$ cat src/wkht_pkg.sv
// wkht_pkg: shared constants, codes and structs of the wait-key hash table.
// No dependencies; used by every module under src.
package wkht_pkg;

    localparam int SLOTS  = 64;
    localparam int SLOT_W = $clog2(SLOTS);
    localparam int KEY_W  = 64;
    localparam int VAL_W  = 32;
    localparam int CNT_W  = 31;
    localparam int KIND_W = 3;
    localparam int HASH_LO_A = 2;
    localparam int HASH_LO_B = 12;
    localparam int IN_DATA_W  = 136;
    localparam int OUT_DATA_W = 40;
    localparam logic signed [VAL_W-1:0] WAKE_ALL_ARG = 32'sh7FFF_FFFF;

    localparam logic OP_WAIT = 1'b0;
    localparam logic OP_WAKE = 1'b1;

    typedef enum logic [KIND_W-1:0] {
        KIND_NONE  = 3'd0,
        KIND_BLOCK = 3'd1,
        KIND_COUNT = 3'd2,
        KIND_ALL   = 3'd3,
        KIND_FAULT = 3'd4,
        KIND_FULL  = 3'd5
    } kind_t;

    typedef struct packed {
        logic                    op;
        logic [KEY_W-1:0]        key;
        logic                    read_ok;
        logic signed [VAL_W-1:0] user_value;
        logic signed [VAL_W-1:0] argument;
    } item_t;

    typedef struct packed {
        logic [KIND_W-1:0] result_kind;
        logic [5:0]        slot;
        logic [CNT_W-1:0]  wake_count;
    } result_t;

    // controller -> datapath
    typedef struct packed {
        logic load;    // capture request, start probe at home slot
        logic read;    // read slot at probe pointer
        logic step;    // advance probe pointer
        logic finish;  // commit result (and claim) into output register
    } cmd_t;

    // datapath -> controller
    typedef struct packed {
        logic done;      // current probe settles the request
        logic out_busy;  // output register full and not drained this cycle
    } sts_t;

endpackage

$ cat src/wkht_ctrl.sv
// wkht_ctrl: probe sequencer of the wait-key hash table.
// Depends on wkht_pkg (cmd_t, sts_t).
module wkht_ctrl
(
    input  logic           clk,
    input  logic           rst_n,
    input  logic           in_valid,
    output logic           in_ready,
    input  wkht_pkg::sts_t sts,
    output wkht_pkg::cmd_t cmd
);

    typedef enum logic [1:0] {
        ST_IDLE,
        ST_READ,
        ST_CMP
    } state_t;

    state_t state_reg;
    state_t state_next;

    always_comb
    begin
        cmd        = '0;
        state_next = state_reg;
        case (state_reg)
            ST_IDLE:
            begin
                if (in_valid)
                begin
                    cmd.load   = 1'b1;
                    state_next = ST_READ;
                end
            end
            ST_READ:
            begin
                cmd.read   = 1'b1;
                state_next = ST_CMP;
            end
            ST_CMP:
            begin
                if (!sts.done)
                begin
                    cmd.step   = 1'b1;
                    state_next = ST_READ;
                end
                else if (!sts.out_busy)
                begin
                    cmd.finish = 1'b1;
                    state_next = ST_IDLE;
                end
            end
            default:
            begin
                state_next = ST_IDLE;
            end
        endcase
    end

    assign in_ready = (state_reg == ST_IDLE);

    always_ff @(posedge clk or negedge rst_n)
    begin
        if (!rst_n)
        begin
            state_reg <= ST_IDLE;
        end
        else
        begin
            state_reg <= state_next;
        end
    end

endmodule

$ cat src/wkht_datapath.sv
// wkht_datapath: key memory, used bits, probe pointer, decision logic and
// output register of the wait-key hash table. Depends on wkht_pkg.
module wkht_datapath
(
    input  logic              clk,
    input  logic              rst_n,
    input  wkht_pkg::cmd_t    cmd,
    output wkht_pkg::sts_t    sts,
    input  wkht_pkg::item_t   item,
    output logic              out_valid,
    input  logic              out_ready,
    output wkht_pkg::result_t result
);

    logic [wkht_pkg::KEY_W-1:0]  key_mem [wkht_pkg::SLOTS];
    logic [wkht_pkg::SLOTS-1:0]  used_reg;

    wkht_pkg::item_t             item_reg;
    logic [wkht_pkg::SLOT_W-1:0] ptr_reg;
    logic [wkht_pkg::SLOT_W-1:0] cnt_reg;
    logic [wkht_pkg::KEY_W-1:0]  rd_key_reg;
    logic                        rd_used_reg;

    logic                        out_valid_reg;
    wkht_pkg::result_t           out_reg;

    logic [wkht_pkg::SLOT_W-1:0] home;
    logic [wkht_pkg::SLOT_W-1:0] ptr_inc;
    logic                        hit;
    logic                        last;
    logic                        dec_done;
    logic                        dec_claim;
    wkht_pkg::kind_t             dec_kind;
    logic                        dec_slot_en;
    logic [wkht_pkg::CNT_W-1:0]  dec_count;

    // home = ((key >> 2) ^ (key >> 12)) mod SLOTS
    assign home = item.key[wkht_pkg::HASH_LO_A +: wkht_pkg::SLOT_W]
                ^ item.key[wkht_pkg::HASH_LO_B +: wkht_pkg::SLOT_W];

    assign ptr_inc = (ptr_reg == wkht_pkg::SLOT_W'(wkht_pkg::SLOTS - 1))
                   ? '0 : ptr_reg + 1'b1;

    assign hit  = rd_used_reg && (rd_key_reg == item_reg.key);
    assign last = (cnt_reg == wkht_pkg::SLOT_W'(wkht_pkg::SLOTS - 1));

    always_comb
    begin
        dec_done    = 1'b1;
        dec_claim   = 1'b0;
        dec_kind    = wkht_pkg::KIND_NONE;
        dec_slot_en = 1'b0;
        dec_count   = '0;
        if (item_reg.op == wkht_pkg::OP_WAIT)
        begin
            if (!item_reg.read_ok)
            begin
                dec_kind = wkht_pkg::KIND_FAULT;
            end
            else if (item_reg.user_value != item_reg.argument)
            begin
                dec_kind = wkht_pkg::KIND_NONE;
            end
            else if (hit || !rd_used_reg)
            begin
                dec_kind    = wkht_pkg::KIND_BLOCK;
                dec_slot_en = 1'b1;
                dec_claim   = !rd_used_reg;
            end
            else if (last)
            begin
                dec_kind = wkht_pkg::KIND_FULL;
            end
            else
            begin
                dec_done = 1'b0;
            end
        end
        else
        begin
            if (hit)
            begin
                dec_slot_en = 1'b1;
                if (item_reg.argument == wkht_pkg::WAKE_ALL_ARG)
                begin
                    dec_kind = wkht_pkg::KIND_ALL;
                end
                else
                begin
                    dec_kind  = wkht_pkg::KIND_COUNT;
                    dec_count = item_reg.argument[wkht_pkg::VAL_W-1]
                              ? '0 : item_reg.argument[wkht_pkg::CNT_W-1:0];
                end
            end
            else if (!rd_used_reg || last)
            begin
                dec_kind = wkht_pkg::KIND_NONE;
            end
            else
            begin
                dec_done = 1'b0;
            end
        end
    end

    assign sts.done     = dec_done;
    assign sts.out_busy = out_valid_reg && !out_ready;

    // key memory: one read or one write per cycle, registered read
    always_ff @(posedge clk)
    begin
        if (cmd.read)
        begin
            rd_key_reg <= key_mem[ptr_reg];
        end
        if (cmd.finish && dec_claim)
        begin
            key_mem[ptr_reg] <= item_reg.key;
        end
    end

    always_ff @(posedge clk)
    begin
        if (cmd.load)
        begin
            item_reg <= item;
        end
        if (cmd.finish)
        begin
            out_reg.result_kind <= dec_kind;
            out_reg.slot        <= dec_slot_en ? 6'(ptr_reg) : '0;
            out_reg.wake_count  <= dec_count;
        end
    end

    always_ff @(posedge clk or negedge rst_n)
    begin
        if (!rst_n)
        begin
            used_reg      <= '0;
            ptr_reg       <= '0;
            cnt_reg       <= '0;
            rd_used_reg   <= 1'b0;
            out_valid_reg <= 1'b0;
        end
        else
        begin
            if (cmd.load)
            begin
                ptr_reg <= home;
                cnt_reg <= '0;
            end
            else if (cmd.step)
            begin
                ptr_reg <= ptr_inc;
                cnt_reg <= cnt_reg + 1'b1;
            end
            if (cmd.read)
            begin
                rd_used_reg <= used_reg[ptr_reg];
            end
            if (cmd.finish && dec_claim)
            begin
                used_reg[ptr_reg] <= 1'b1;
            end
            if (cmd.finish)
            begin
                out_valid_reg <= 1'b1;
            end
            else if (out_ready)
            begin
                out_valid_reg <= 1'b0;
            end
        end
    end

    assign out_valid = out_valid_reg;
    assign result    = out_reg;

`ifndef SYNTHESIS
    // a claim only takes a free slot
    a_claim_free: assert property (@(posedge clk) disable iff (!rst_n)
        (cmd.finish && dec_claim) |-> !rd_used_reg)
        else $error("claim of a used slot");

    // a claimed slot reads as used afterwards
    a_claim_sticks: assert property (@(posedge clk) disable iff (!rst_n)
        (cmd.finish && dec_claim) |=> used_reg[$past(ptr_reg)])
        else $error("claimed slot not marked used");

    // full is only reported after the whole table was probed
    a_full_last: assert property (@(posedge clk) disable iff (!rst_n)
        (cmd.finish && dec_kind == wkht_pkg::KIND_FULL) |-> last)
        else $error("full reported before last probe");

    // a pending result is never overwritten
    a_no_overrun: assert property (@(posedge clk) disable iff (!rst_n)
        cmd.finish |-> !(out_valid_reg && !out_ready))
        else $error("result register overrun");
`endif

endmodule

$ cat src/wait_key_hash_table.sv
// wait_key_hash_table: top level of the wait-key hash table.
// Depends on wkht_pkg, wkht_ctrl and wkht_datapath.
//
// Usage:
//   Requests come in on the s_axis channel, one beat per request (wait or
//   wake, selected by s_axis_tuser). Each request gives exactly one result
//   beat on the m_axis channel, in request order.
//   The table has 64 slots of 64-bit keys, probed linearly from the home
//   slot (key[7:2] ^ key[17:12]) with wrap; each slot probe is a
//   registered key memory read, then a compare.
//   A result is registered when a probe settles the request, at the latest
//   after all 64 slots have been probed. Fault and value-mismatch waits
//   settle at the first probe. The next request can be taken in the cycle
//   after a result is registered.
//   Reset clears all used bits at once; the table is ready right after
//   reset with no clearing pass. Keys of unused slots are never compared.
//   A stalled receiver holds the result in the output register; the block
//   still takes the next request and probes, and waits before
//   registering its result until the previous one has been taken.
module wait_key_hash_table
(
    input  logic                             clk,
    input  logic                             rst_n,
    input  logic                             s_axis_tvalid,
    output logic                             s_axis_tready,
    // [63:0] key, [64] read_ok, [96:65] user_value, [128:97] argument,
    // [135:129] zero
    input  logic [wkht_pkg::IN_DATA_W-1:0]   s_axis_tdata,
    // [0] op
    input  logic                             s_axis_tuser,
    output logic                             m_axis_tvalid,
    input  logic                             m_axis_tready,
    // [5:0] slot, [36:6] wake_count, [39:37] zero
    output logic [wkht_pkg::OUT_DATA_W-1:0]  m_axis_tdata,
    // [2:0] result_kind
    output logic [wkht_pkg::KIND_W-1:0]      m_axis_tuser
);

    wkht_pkg::cmd_t    cmd;
    wkht_pkg::sts_t    sts;
    wkht_pkg::item_t   item;
    wkht_pkg::result_t result;
    logic              in_ready;

    // unpack request beat
    assign item.op         = s_axis_tuser;
    assign item.key        = s_axis_tdata[63:0];
    assign item.read_ok    = s_axis_tdata[64];
    assign item.user_value = s_axis_tdata[96:65];
    assign item.argument   = s_axis_tdata[128:97];

    assign s_axis_tready = in_ready;

    wkht_ctrl u_ctrl
    (
        .clk      (clk),
        .rst_n    (rst_n),
        .in_valid (s_axis_tvalid),
        .in_ready (in_ready),
        .sts      (sts),
        .cmd      (cmd)
    );

    wkht_datapath u_datapath
    (
        .clk       (clk),
        .rst_n     (rst_n),
        .cmd       (cmd),
        .sts       (sts),
        .item      (item),
        .out_valid (m_axis_tvalid),
        .out_ready (m_axis_tready),
        .result    (result)
    );

    // pack result beat
    assign m_axis_tdata = {3'b000, result.wake_count, result.slot};
    assign m_axis_tuser = result.result_kind;

endmodule

$ cat config.mk
export PLATFORM = sky130hd
export DESIGN_NAME = wait_key_hash_table
export DESIGN_NICKNAME = d
export VERILOG_FILES = /design/src/wkht_pkg.sv /design/src/wkht_ctrl.sv /design/src/wkht_datapath.sv /design/src/wait_key_hash_table.sv
export SDC_FILE = /design/constraint.sdc
export NUM_CORES = 2
export LEC_CHECK = 0
export ABC_AREA = 1
export BUFFER_PORTS_ARGS = -buffer_cell sky130_fd_sc_hd__buf_2
export CORE_MARGIN = 2
export CORE_UTILIZATION = 30
export DETAILED_ROUTE_END_ITERATION = 8
export HOLD_SLACK_MARGIN = 0.06
export MAX_ROUTING_LAYER = met4
export PLACE_DENSITY_LB_ADDON = 0.08
export REMOVE_ABC_BUFFERS = 1
export SLEW_MARGIN = 0
export SYNTH_ARGS = -nofsm -noshare
export SYNTH_HDL_FRONTEND = slang
export SYNTH_HIERARCHICAL = 1
export SYNTH_SLANG_ARGS = --single-unit
$ cat constraint.sdc
create_clock -name clk -period 20.4 [get_ports clk]
set_input_delay 2.04 -clock clk [delete_from_list [all_inputs] [get_ports clk]]
set_output_delay 2.04 -clock clk [all_outputs]
set_load 0.005 [all_outputs]
; After elaboration in Yosys (flattened, before gate mapping)
; Memory sizes are Yosys's and may differ from the RTL's. A register that Yosys moved wholly into a read port is not among the register bits.
; Index checks and enable logic that the tools add are counted.
[totals]
ramBits = 4096
mem_count = 1
regBits = 250
input_bits = 141
word_cells = 92
output_inout_bits = 45
[classes]
addsub = 2
eq_ne = 9
reduce_logical = 13
muxes = 47
order_cmp = 2
bitwise_logic = 4
[memory_table]
columns = memory, words, width, rd, rd_clocked_by_memory_dff, write_ports, line_no
row1 = u_datapath.key_mem, 64, 64, 1, 1, 1, wkht_datapath.sv:15  ; logic [wkht_pkg::KEY_W-1:0] key_mem [wkht_pkg::SLOTS];
[op_table]
columns = operator, count
row1 = 64-bit equality test, 1
row2 = 64-bit OR, 1
row3 = "32-bit equality test, second input constant", 1
row4 = 32-bit != test, 1
row5 = 6-bit two-way mux, 5
row6 = 1-bit two-way mux, 29
row7 = 3-bit two-way mux, 5
row8 = "6-bit by 1-bit adder with 6-bit output, second input constant", 2
row9 = "6-bit equality test, second input constant", 2
row10 = 2-bit two-way mux, 5
row11 = "6-bit by 7-bit less-than comparator with 1-bit output, second input constant", 1
row12 = 1-bit binary-select mux with 6-bit select, 1
row13 = 1-bit demux with 6-bit select, 1
row14 = "6-bit by 1-bit >= comparator with 1-bit output, second input constant", 1
row15 = 2-bit one-hot mux with 3 select lines, 1
row16 = 6-bit XOR, 1
row17 = 1-bit logical AND, 4
row18 = 2-bit nonzero test, 2
row19 = 4-bit OR reduction, 1
row20 = "3-bit != test, second input constant", 1
row21 = "2-bit by 1-bit equality test with 1-bit output, second input constant", 1
row22 = "2-bit equality test, second input constant", 1
row23 = 1-bit logical NOT, 2
row24 = 2-bit logical NOT, 1
row25 = 4 further kinds, 6

; Depth between registers and ports, before layout
[logic_depth]
depth_word = 12
mapped_depth = 20
ltp_nobuf = 19

; Hierarchy
; Netlist, hierarchy kept.
[modules_own_cells]
columns = mod, cells_per_inst, area_per_inst_um2, seq_area_each_um2, n_inst
row1 = wkht_datapath, 11528, 164516.5, 131976.6, 1
row2 = wkht_ctrl, 20, 127.6, 50.0, 1
row3 = wait_key_hash_table, 4, 26.3, 0.0, 1

; Least setup slack after synthesis
; No wires, ideal clock.
[synth_timing]
path_type = input to register
startpoint = input port m_axis_tready
endpoint = memory u_datapath/key_mem[39][0] in the netlist's numbering (enable)
t_required_ns = 19.914
stages = 7
n_path_buf = 1
setup_slack_ns = 11.517
arrival_ns = 8.396
setup_ns = 0.486
cell_sequence = nor2_1 nor3_1 nand2_1 nor3_1 clkbuf_1 nand2_1 nor2_1
[synth_rtl]
columns = element, line_no
row1 = start: declaration, wait_key_hash_table.sv:32  ; input logic m_axis_tready,
row2 = end: declaration, wkht_datapath.sv:15

==> results by group <==
STA
  • Pins over their slew limit: 0
  • Setup_tns: 0 ns
  • Fin crit period: between 8 and 9 ns
  • Hold slack: around 0.45 ns
  • Clk_skew: 0.0933 ns
  • Worst slew pin tran: between 1 and 1.5 ns
  • # setup viols final: 0
  • Final period util: 0.399
  • Final hold vios: 0
  • RSZ-0062 raised after global routing: false
  • Max Fclk: 123 MHz
  • Setup ws final: around 12 ns
  • Slew HR: 0.123

Layout
  • Most frequent cells in the layout: 4330 x edfxtp_1, 3686 x nand2_1, 537 x a22oi_1
  • Fin cells: 19600
  • Nets: 12100
  • Most common cell after layout, fill and taps aside: edfxtp_1
  • Area Overhead vs Synth: 15.4%
  • Max reg flops: around 4000
  • Filler cell count: between 50000 and 60000
  • Layout cells sized above 1: 0.0945

Yosys
  • Sequential area share after synthesis: 0.802
  • Synthesis Warnings: 6
  • Mapped Area: ~0.16 mm2
  • Post-synth EDFFs: 4330
  • Async SR Flop Fraction: 0.0181
  • Synthesized area per cell: roughly 14 um2
  • Yosys cell types: 37
  • Top cells by area, synth: edfxtp_1 79%, nand2_1 8.4%, a22oi_1 2.4%
  • Prevailing post-synth register cell: edfxtp_1
  • Seq cells post-synth: between 4000 and 5000
  • Top cell type's share of synthesized area: 0.790
  • Syn Inst Count: roughly 12000
  • Synth area leader: edfxtp_1

CTS
  • Setup Buffers After CTS: 0
  • Clk_lat worst skew: between 1 and 1.5 ns
  • Htree depth: 5
  • CTS Hold Buffers Added: 0
  • Total clock sinks: 4410
  • Clk root buf: clkbuf_16
  • Clk slew on worst S/H paths: 0.06 ns
  • # resized after CTS: 0
  • CTS buffer count: just under 500
  • Clock tree buffer depth: 4
  • CTS tree: built

Global routing
  • GRT Overall Usage: 0.224
  • First-pass GRT wire length: 835 mm
  • Vias in the first global route: roughly 97000
  • Initial antenna violation count: 33
  • Largest net degree at the start of global routing: 101
  • Total grt overflow: 0

Worst setup path
  • Crit Path Category: flop to flop
  • Crit path capture type: flop
  • R2r startpoint: u_datapath/item_reg[123]$_DFFE_PP_
  • Req. time, crit path: between 20 and 25 ns
  • CP startpoint: u_datapath/item_reg[123]$_DFFE_PP_
  • CP max FO: 66
  • CP Launch Type: flop
  • Worst endpoint data arrival time: ~9 ns

Place
  • DP Wirelength: approximately 300 mm
  • Placed Instances: about 19000
  • Buffers on Ports: approximately 180
  • Setup slack at placement: about 12 ns
  • Routability congestion estimate: between 0.7 and 0.8

Run
  • Max_cap viols: 0

Routing
  • Vias: 98600
  • Initial DRC count: 9755
  • Residual DRC: 0
  • Total wire length: slightly above 600 mm
  • Vias per std cell: approximately 5.0
  • Remaining antenna violation count: 0
  • Wire per inst: 31.5 um
  • TritonRoute pass-1 iters: 6

Run status
  • Status: finished, final reports clean

Floorplan
  • # rows: between 200 and 300
  • Initial core utilization: 0.301
  • Core ar.: between 0.5 and 0.6 mm2
  • Horiz. Die Dim: 745 um
  • Die height: 745 um
  • Ports: around 190
  • Die footprint: between 0.5 and 0.6 mm2

Power
  • Maximum vdd drop: approximately 0.094 mV
  • PwrDens: roughly 130 mW/mm2
  • Leakage: between 60 and 70 nW

Min path
  • Hold wc startpoint: u_datapath/used_reg[49]$_DFFE_PN0P_
  • Hold Crit Class: flop to flop
==> synthesized netlist by cell type (15+ instances only) <==
library cell	instances
edfxtp_1	4330
inv_1	350
buf_2	276
nor3_1	16
nor2_1	351
o21ai_1	146
a21oi_1	80
buf_1	33
dfrtp_1	80
nand3b_1	36
o211ai_1	30
nand3_1	396
nand2_1	3688
xnor2_1	28
a22oi_1	537
nand4_1	524
o21ai_0	282
a211oi_1	15
clkbuf_1	218
a22o_1	60
==> worst paths after layout <==
kind	endpoint	slack [ns]	cells after the start
worst max-delay path	u_datapath/key_mem[35][10]$_DFFE_PP_	12.26	22
worst min-delay path	u_datapath/used_reg[49]$_DFFE_PN0P_	0.45	2
worst max register to register	u_datapath/key_mem[35][10]$_DFFE_PP_	12.26	22
worst min register to register	u_datapath/used_reg[49]$_DFFE_PN0P_	0.45	2
max in group asynchronous	u_datapath/used_reg[16]$_DFFE_PN0P_	18.31	2
min in group asynchronous	u_datapath/out_valid$_DFFE_PN0P_	0.82	1
==> metrics by stage <==
stage	util	total power, mW	area [um2]
after floorplan	-	14.6	162000
after global routing	0.347	25.6	190000
after global placement	0.319	16.5	175000
after CTS	0.347	24.9	190000
final	0.347	24.6	190000
after detailed placement	0.319	16.5	175000
==> power by group <==
| group | internal, mW | switching (mW) | leakage, nW |
|---|---|---|---|
| registers | 10.6 | 0.0932 | 39.8 |
| clock network | 4.75 | 3.67 | 7.35 |
| logic | 1.29 | 4.22 | 16.5 |
| total | 16.6 | 7.99 | 63.6 |
==> metal layers <==
| metal | track usage | wire, um | vias to the layer above |
|---|---|---|---|
| li1 | - | - | 42900 |
| met1 | 0.292 | 268000 | 52200 |
| met2 | 0.379 | 306000 | 2725 |
| met3 | 0.0204 | 26300 | 817 |
| met4 | 0.0584 | 18000 | 0 |
| met5 | - | 0 | - |
==> area by class of cell <==
class | instances | area, um2 | share of cell area
Clock buffer | 607 | 12700 | 0.0670
Tap cell | 7261 | 9080 | 0.0478
Inverter | 356 | 1680 | 0.00887
Sequential cell | 4410 | 132000 | 0.695
Timing Repair Buffer | 439 | 3060 | 0.0161
Multi-Input combinational cell | 6249 | 29000 | 0.153
Antenna cell | 13 | 32.5 | 0.000171
Clock inverter | 288 | 2350 | 0.0124
==> cells by family after synthesis <==
family          Yosys count  synth area share
compound gates         1171            0.0461
fa+ha+maj                 2          0.000152
other cells               1         0.0000228
xor+xnor                 40           0.00213
buf+inv                 895            0.0228
simple gates           5033             0.127
flops                  4410             0.802
==> critical path, cell delays in order, from the launching register on <==
cell and delay [ns]:
edfxtp_1 0.32, buf_4 0.52, inv_1 0.09, nand2_1 0.09
nand2_1 0.34, nor2_1 0.30, nand2_1 0.08, nor2_1 0.34
nand2_1 0.11, nor2_1 0.39, nand2_1 0.45, nand3_1 0.23
a21o_1 0.14, nand2_1 0.07, nor3_2 0.10, buf_4 0.52
nand2_1 0.14, nor3_2 0.17, buf_4 0.64, nand3_1 0.35
inv_6 0.40, buf_4 0.82, buf_4 0.65
(Power assumes the default switching activity.)
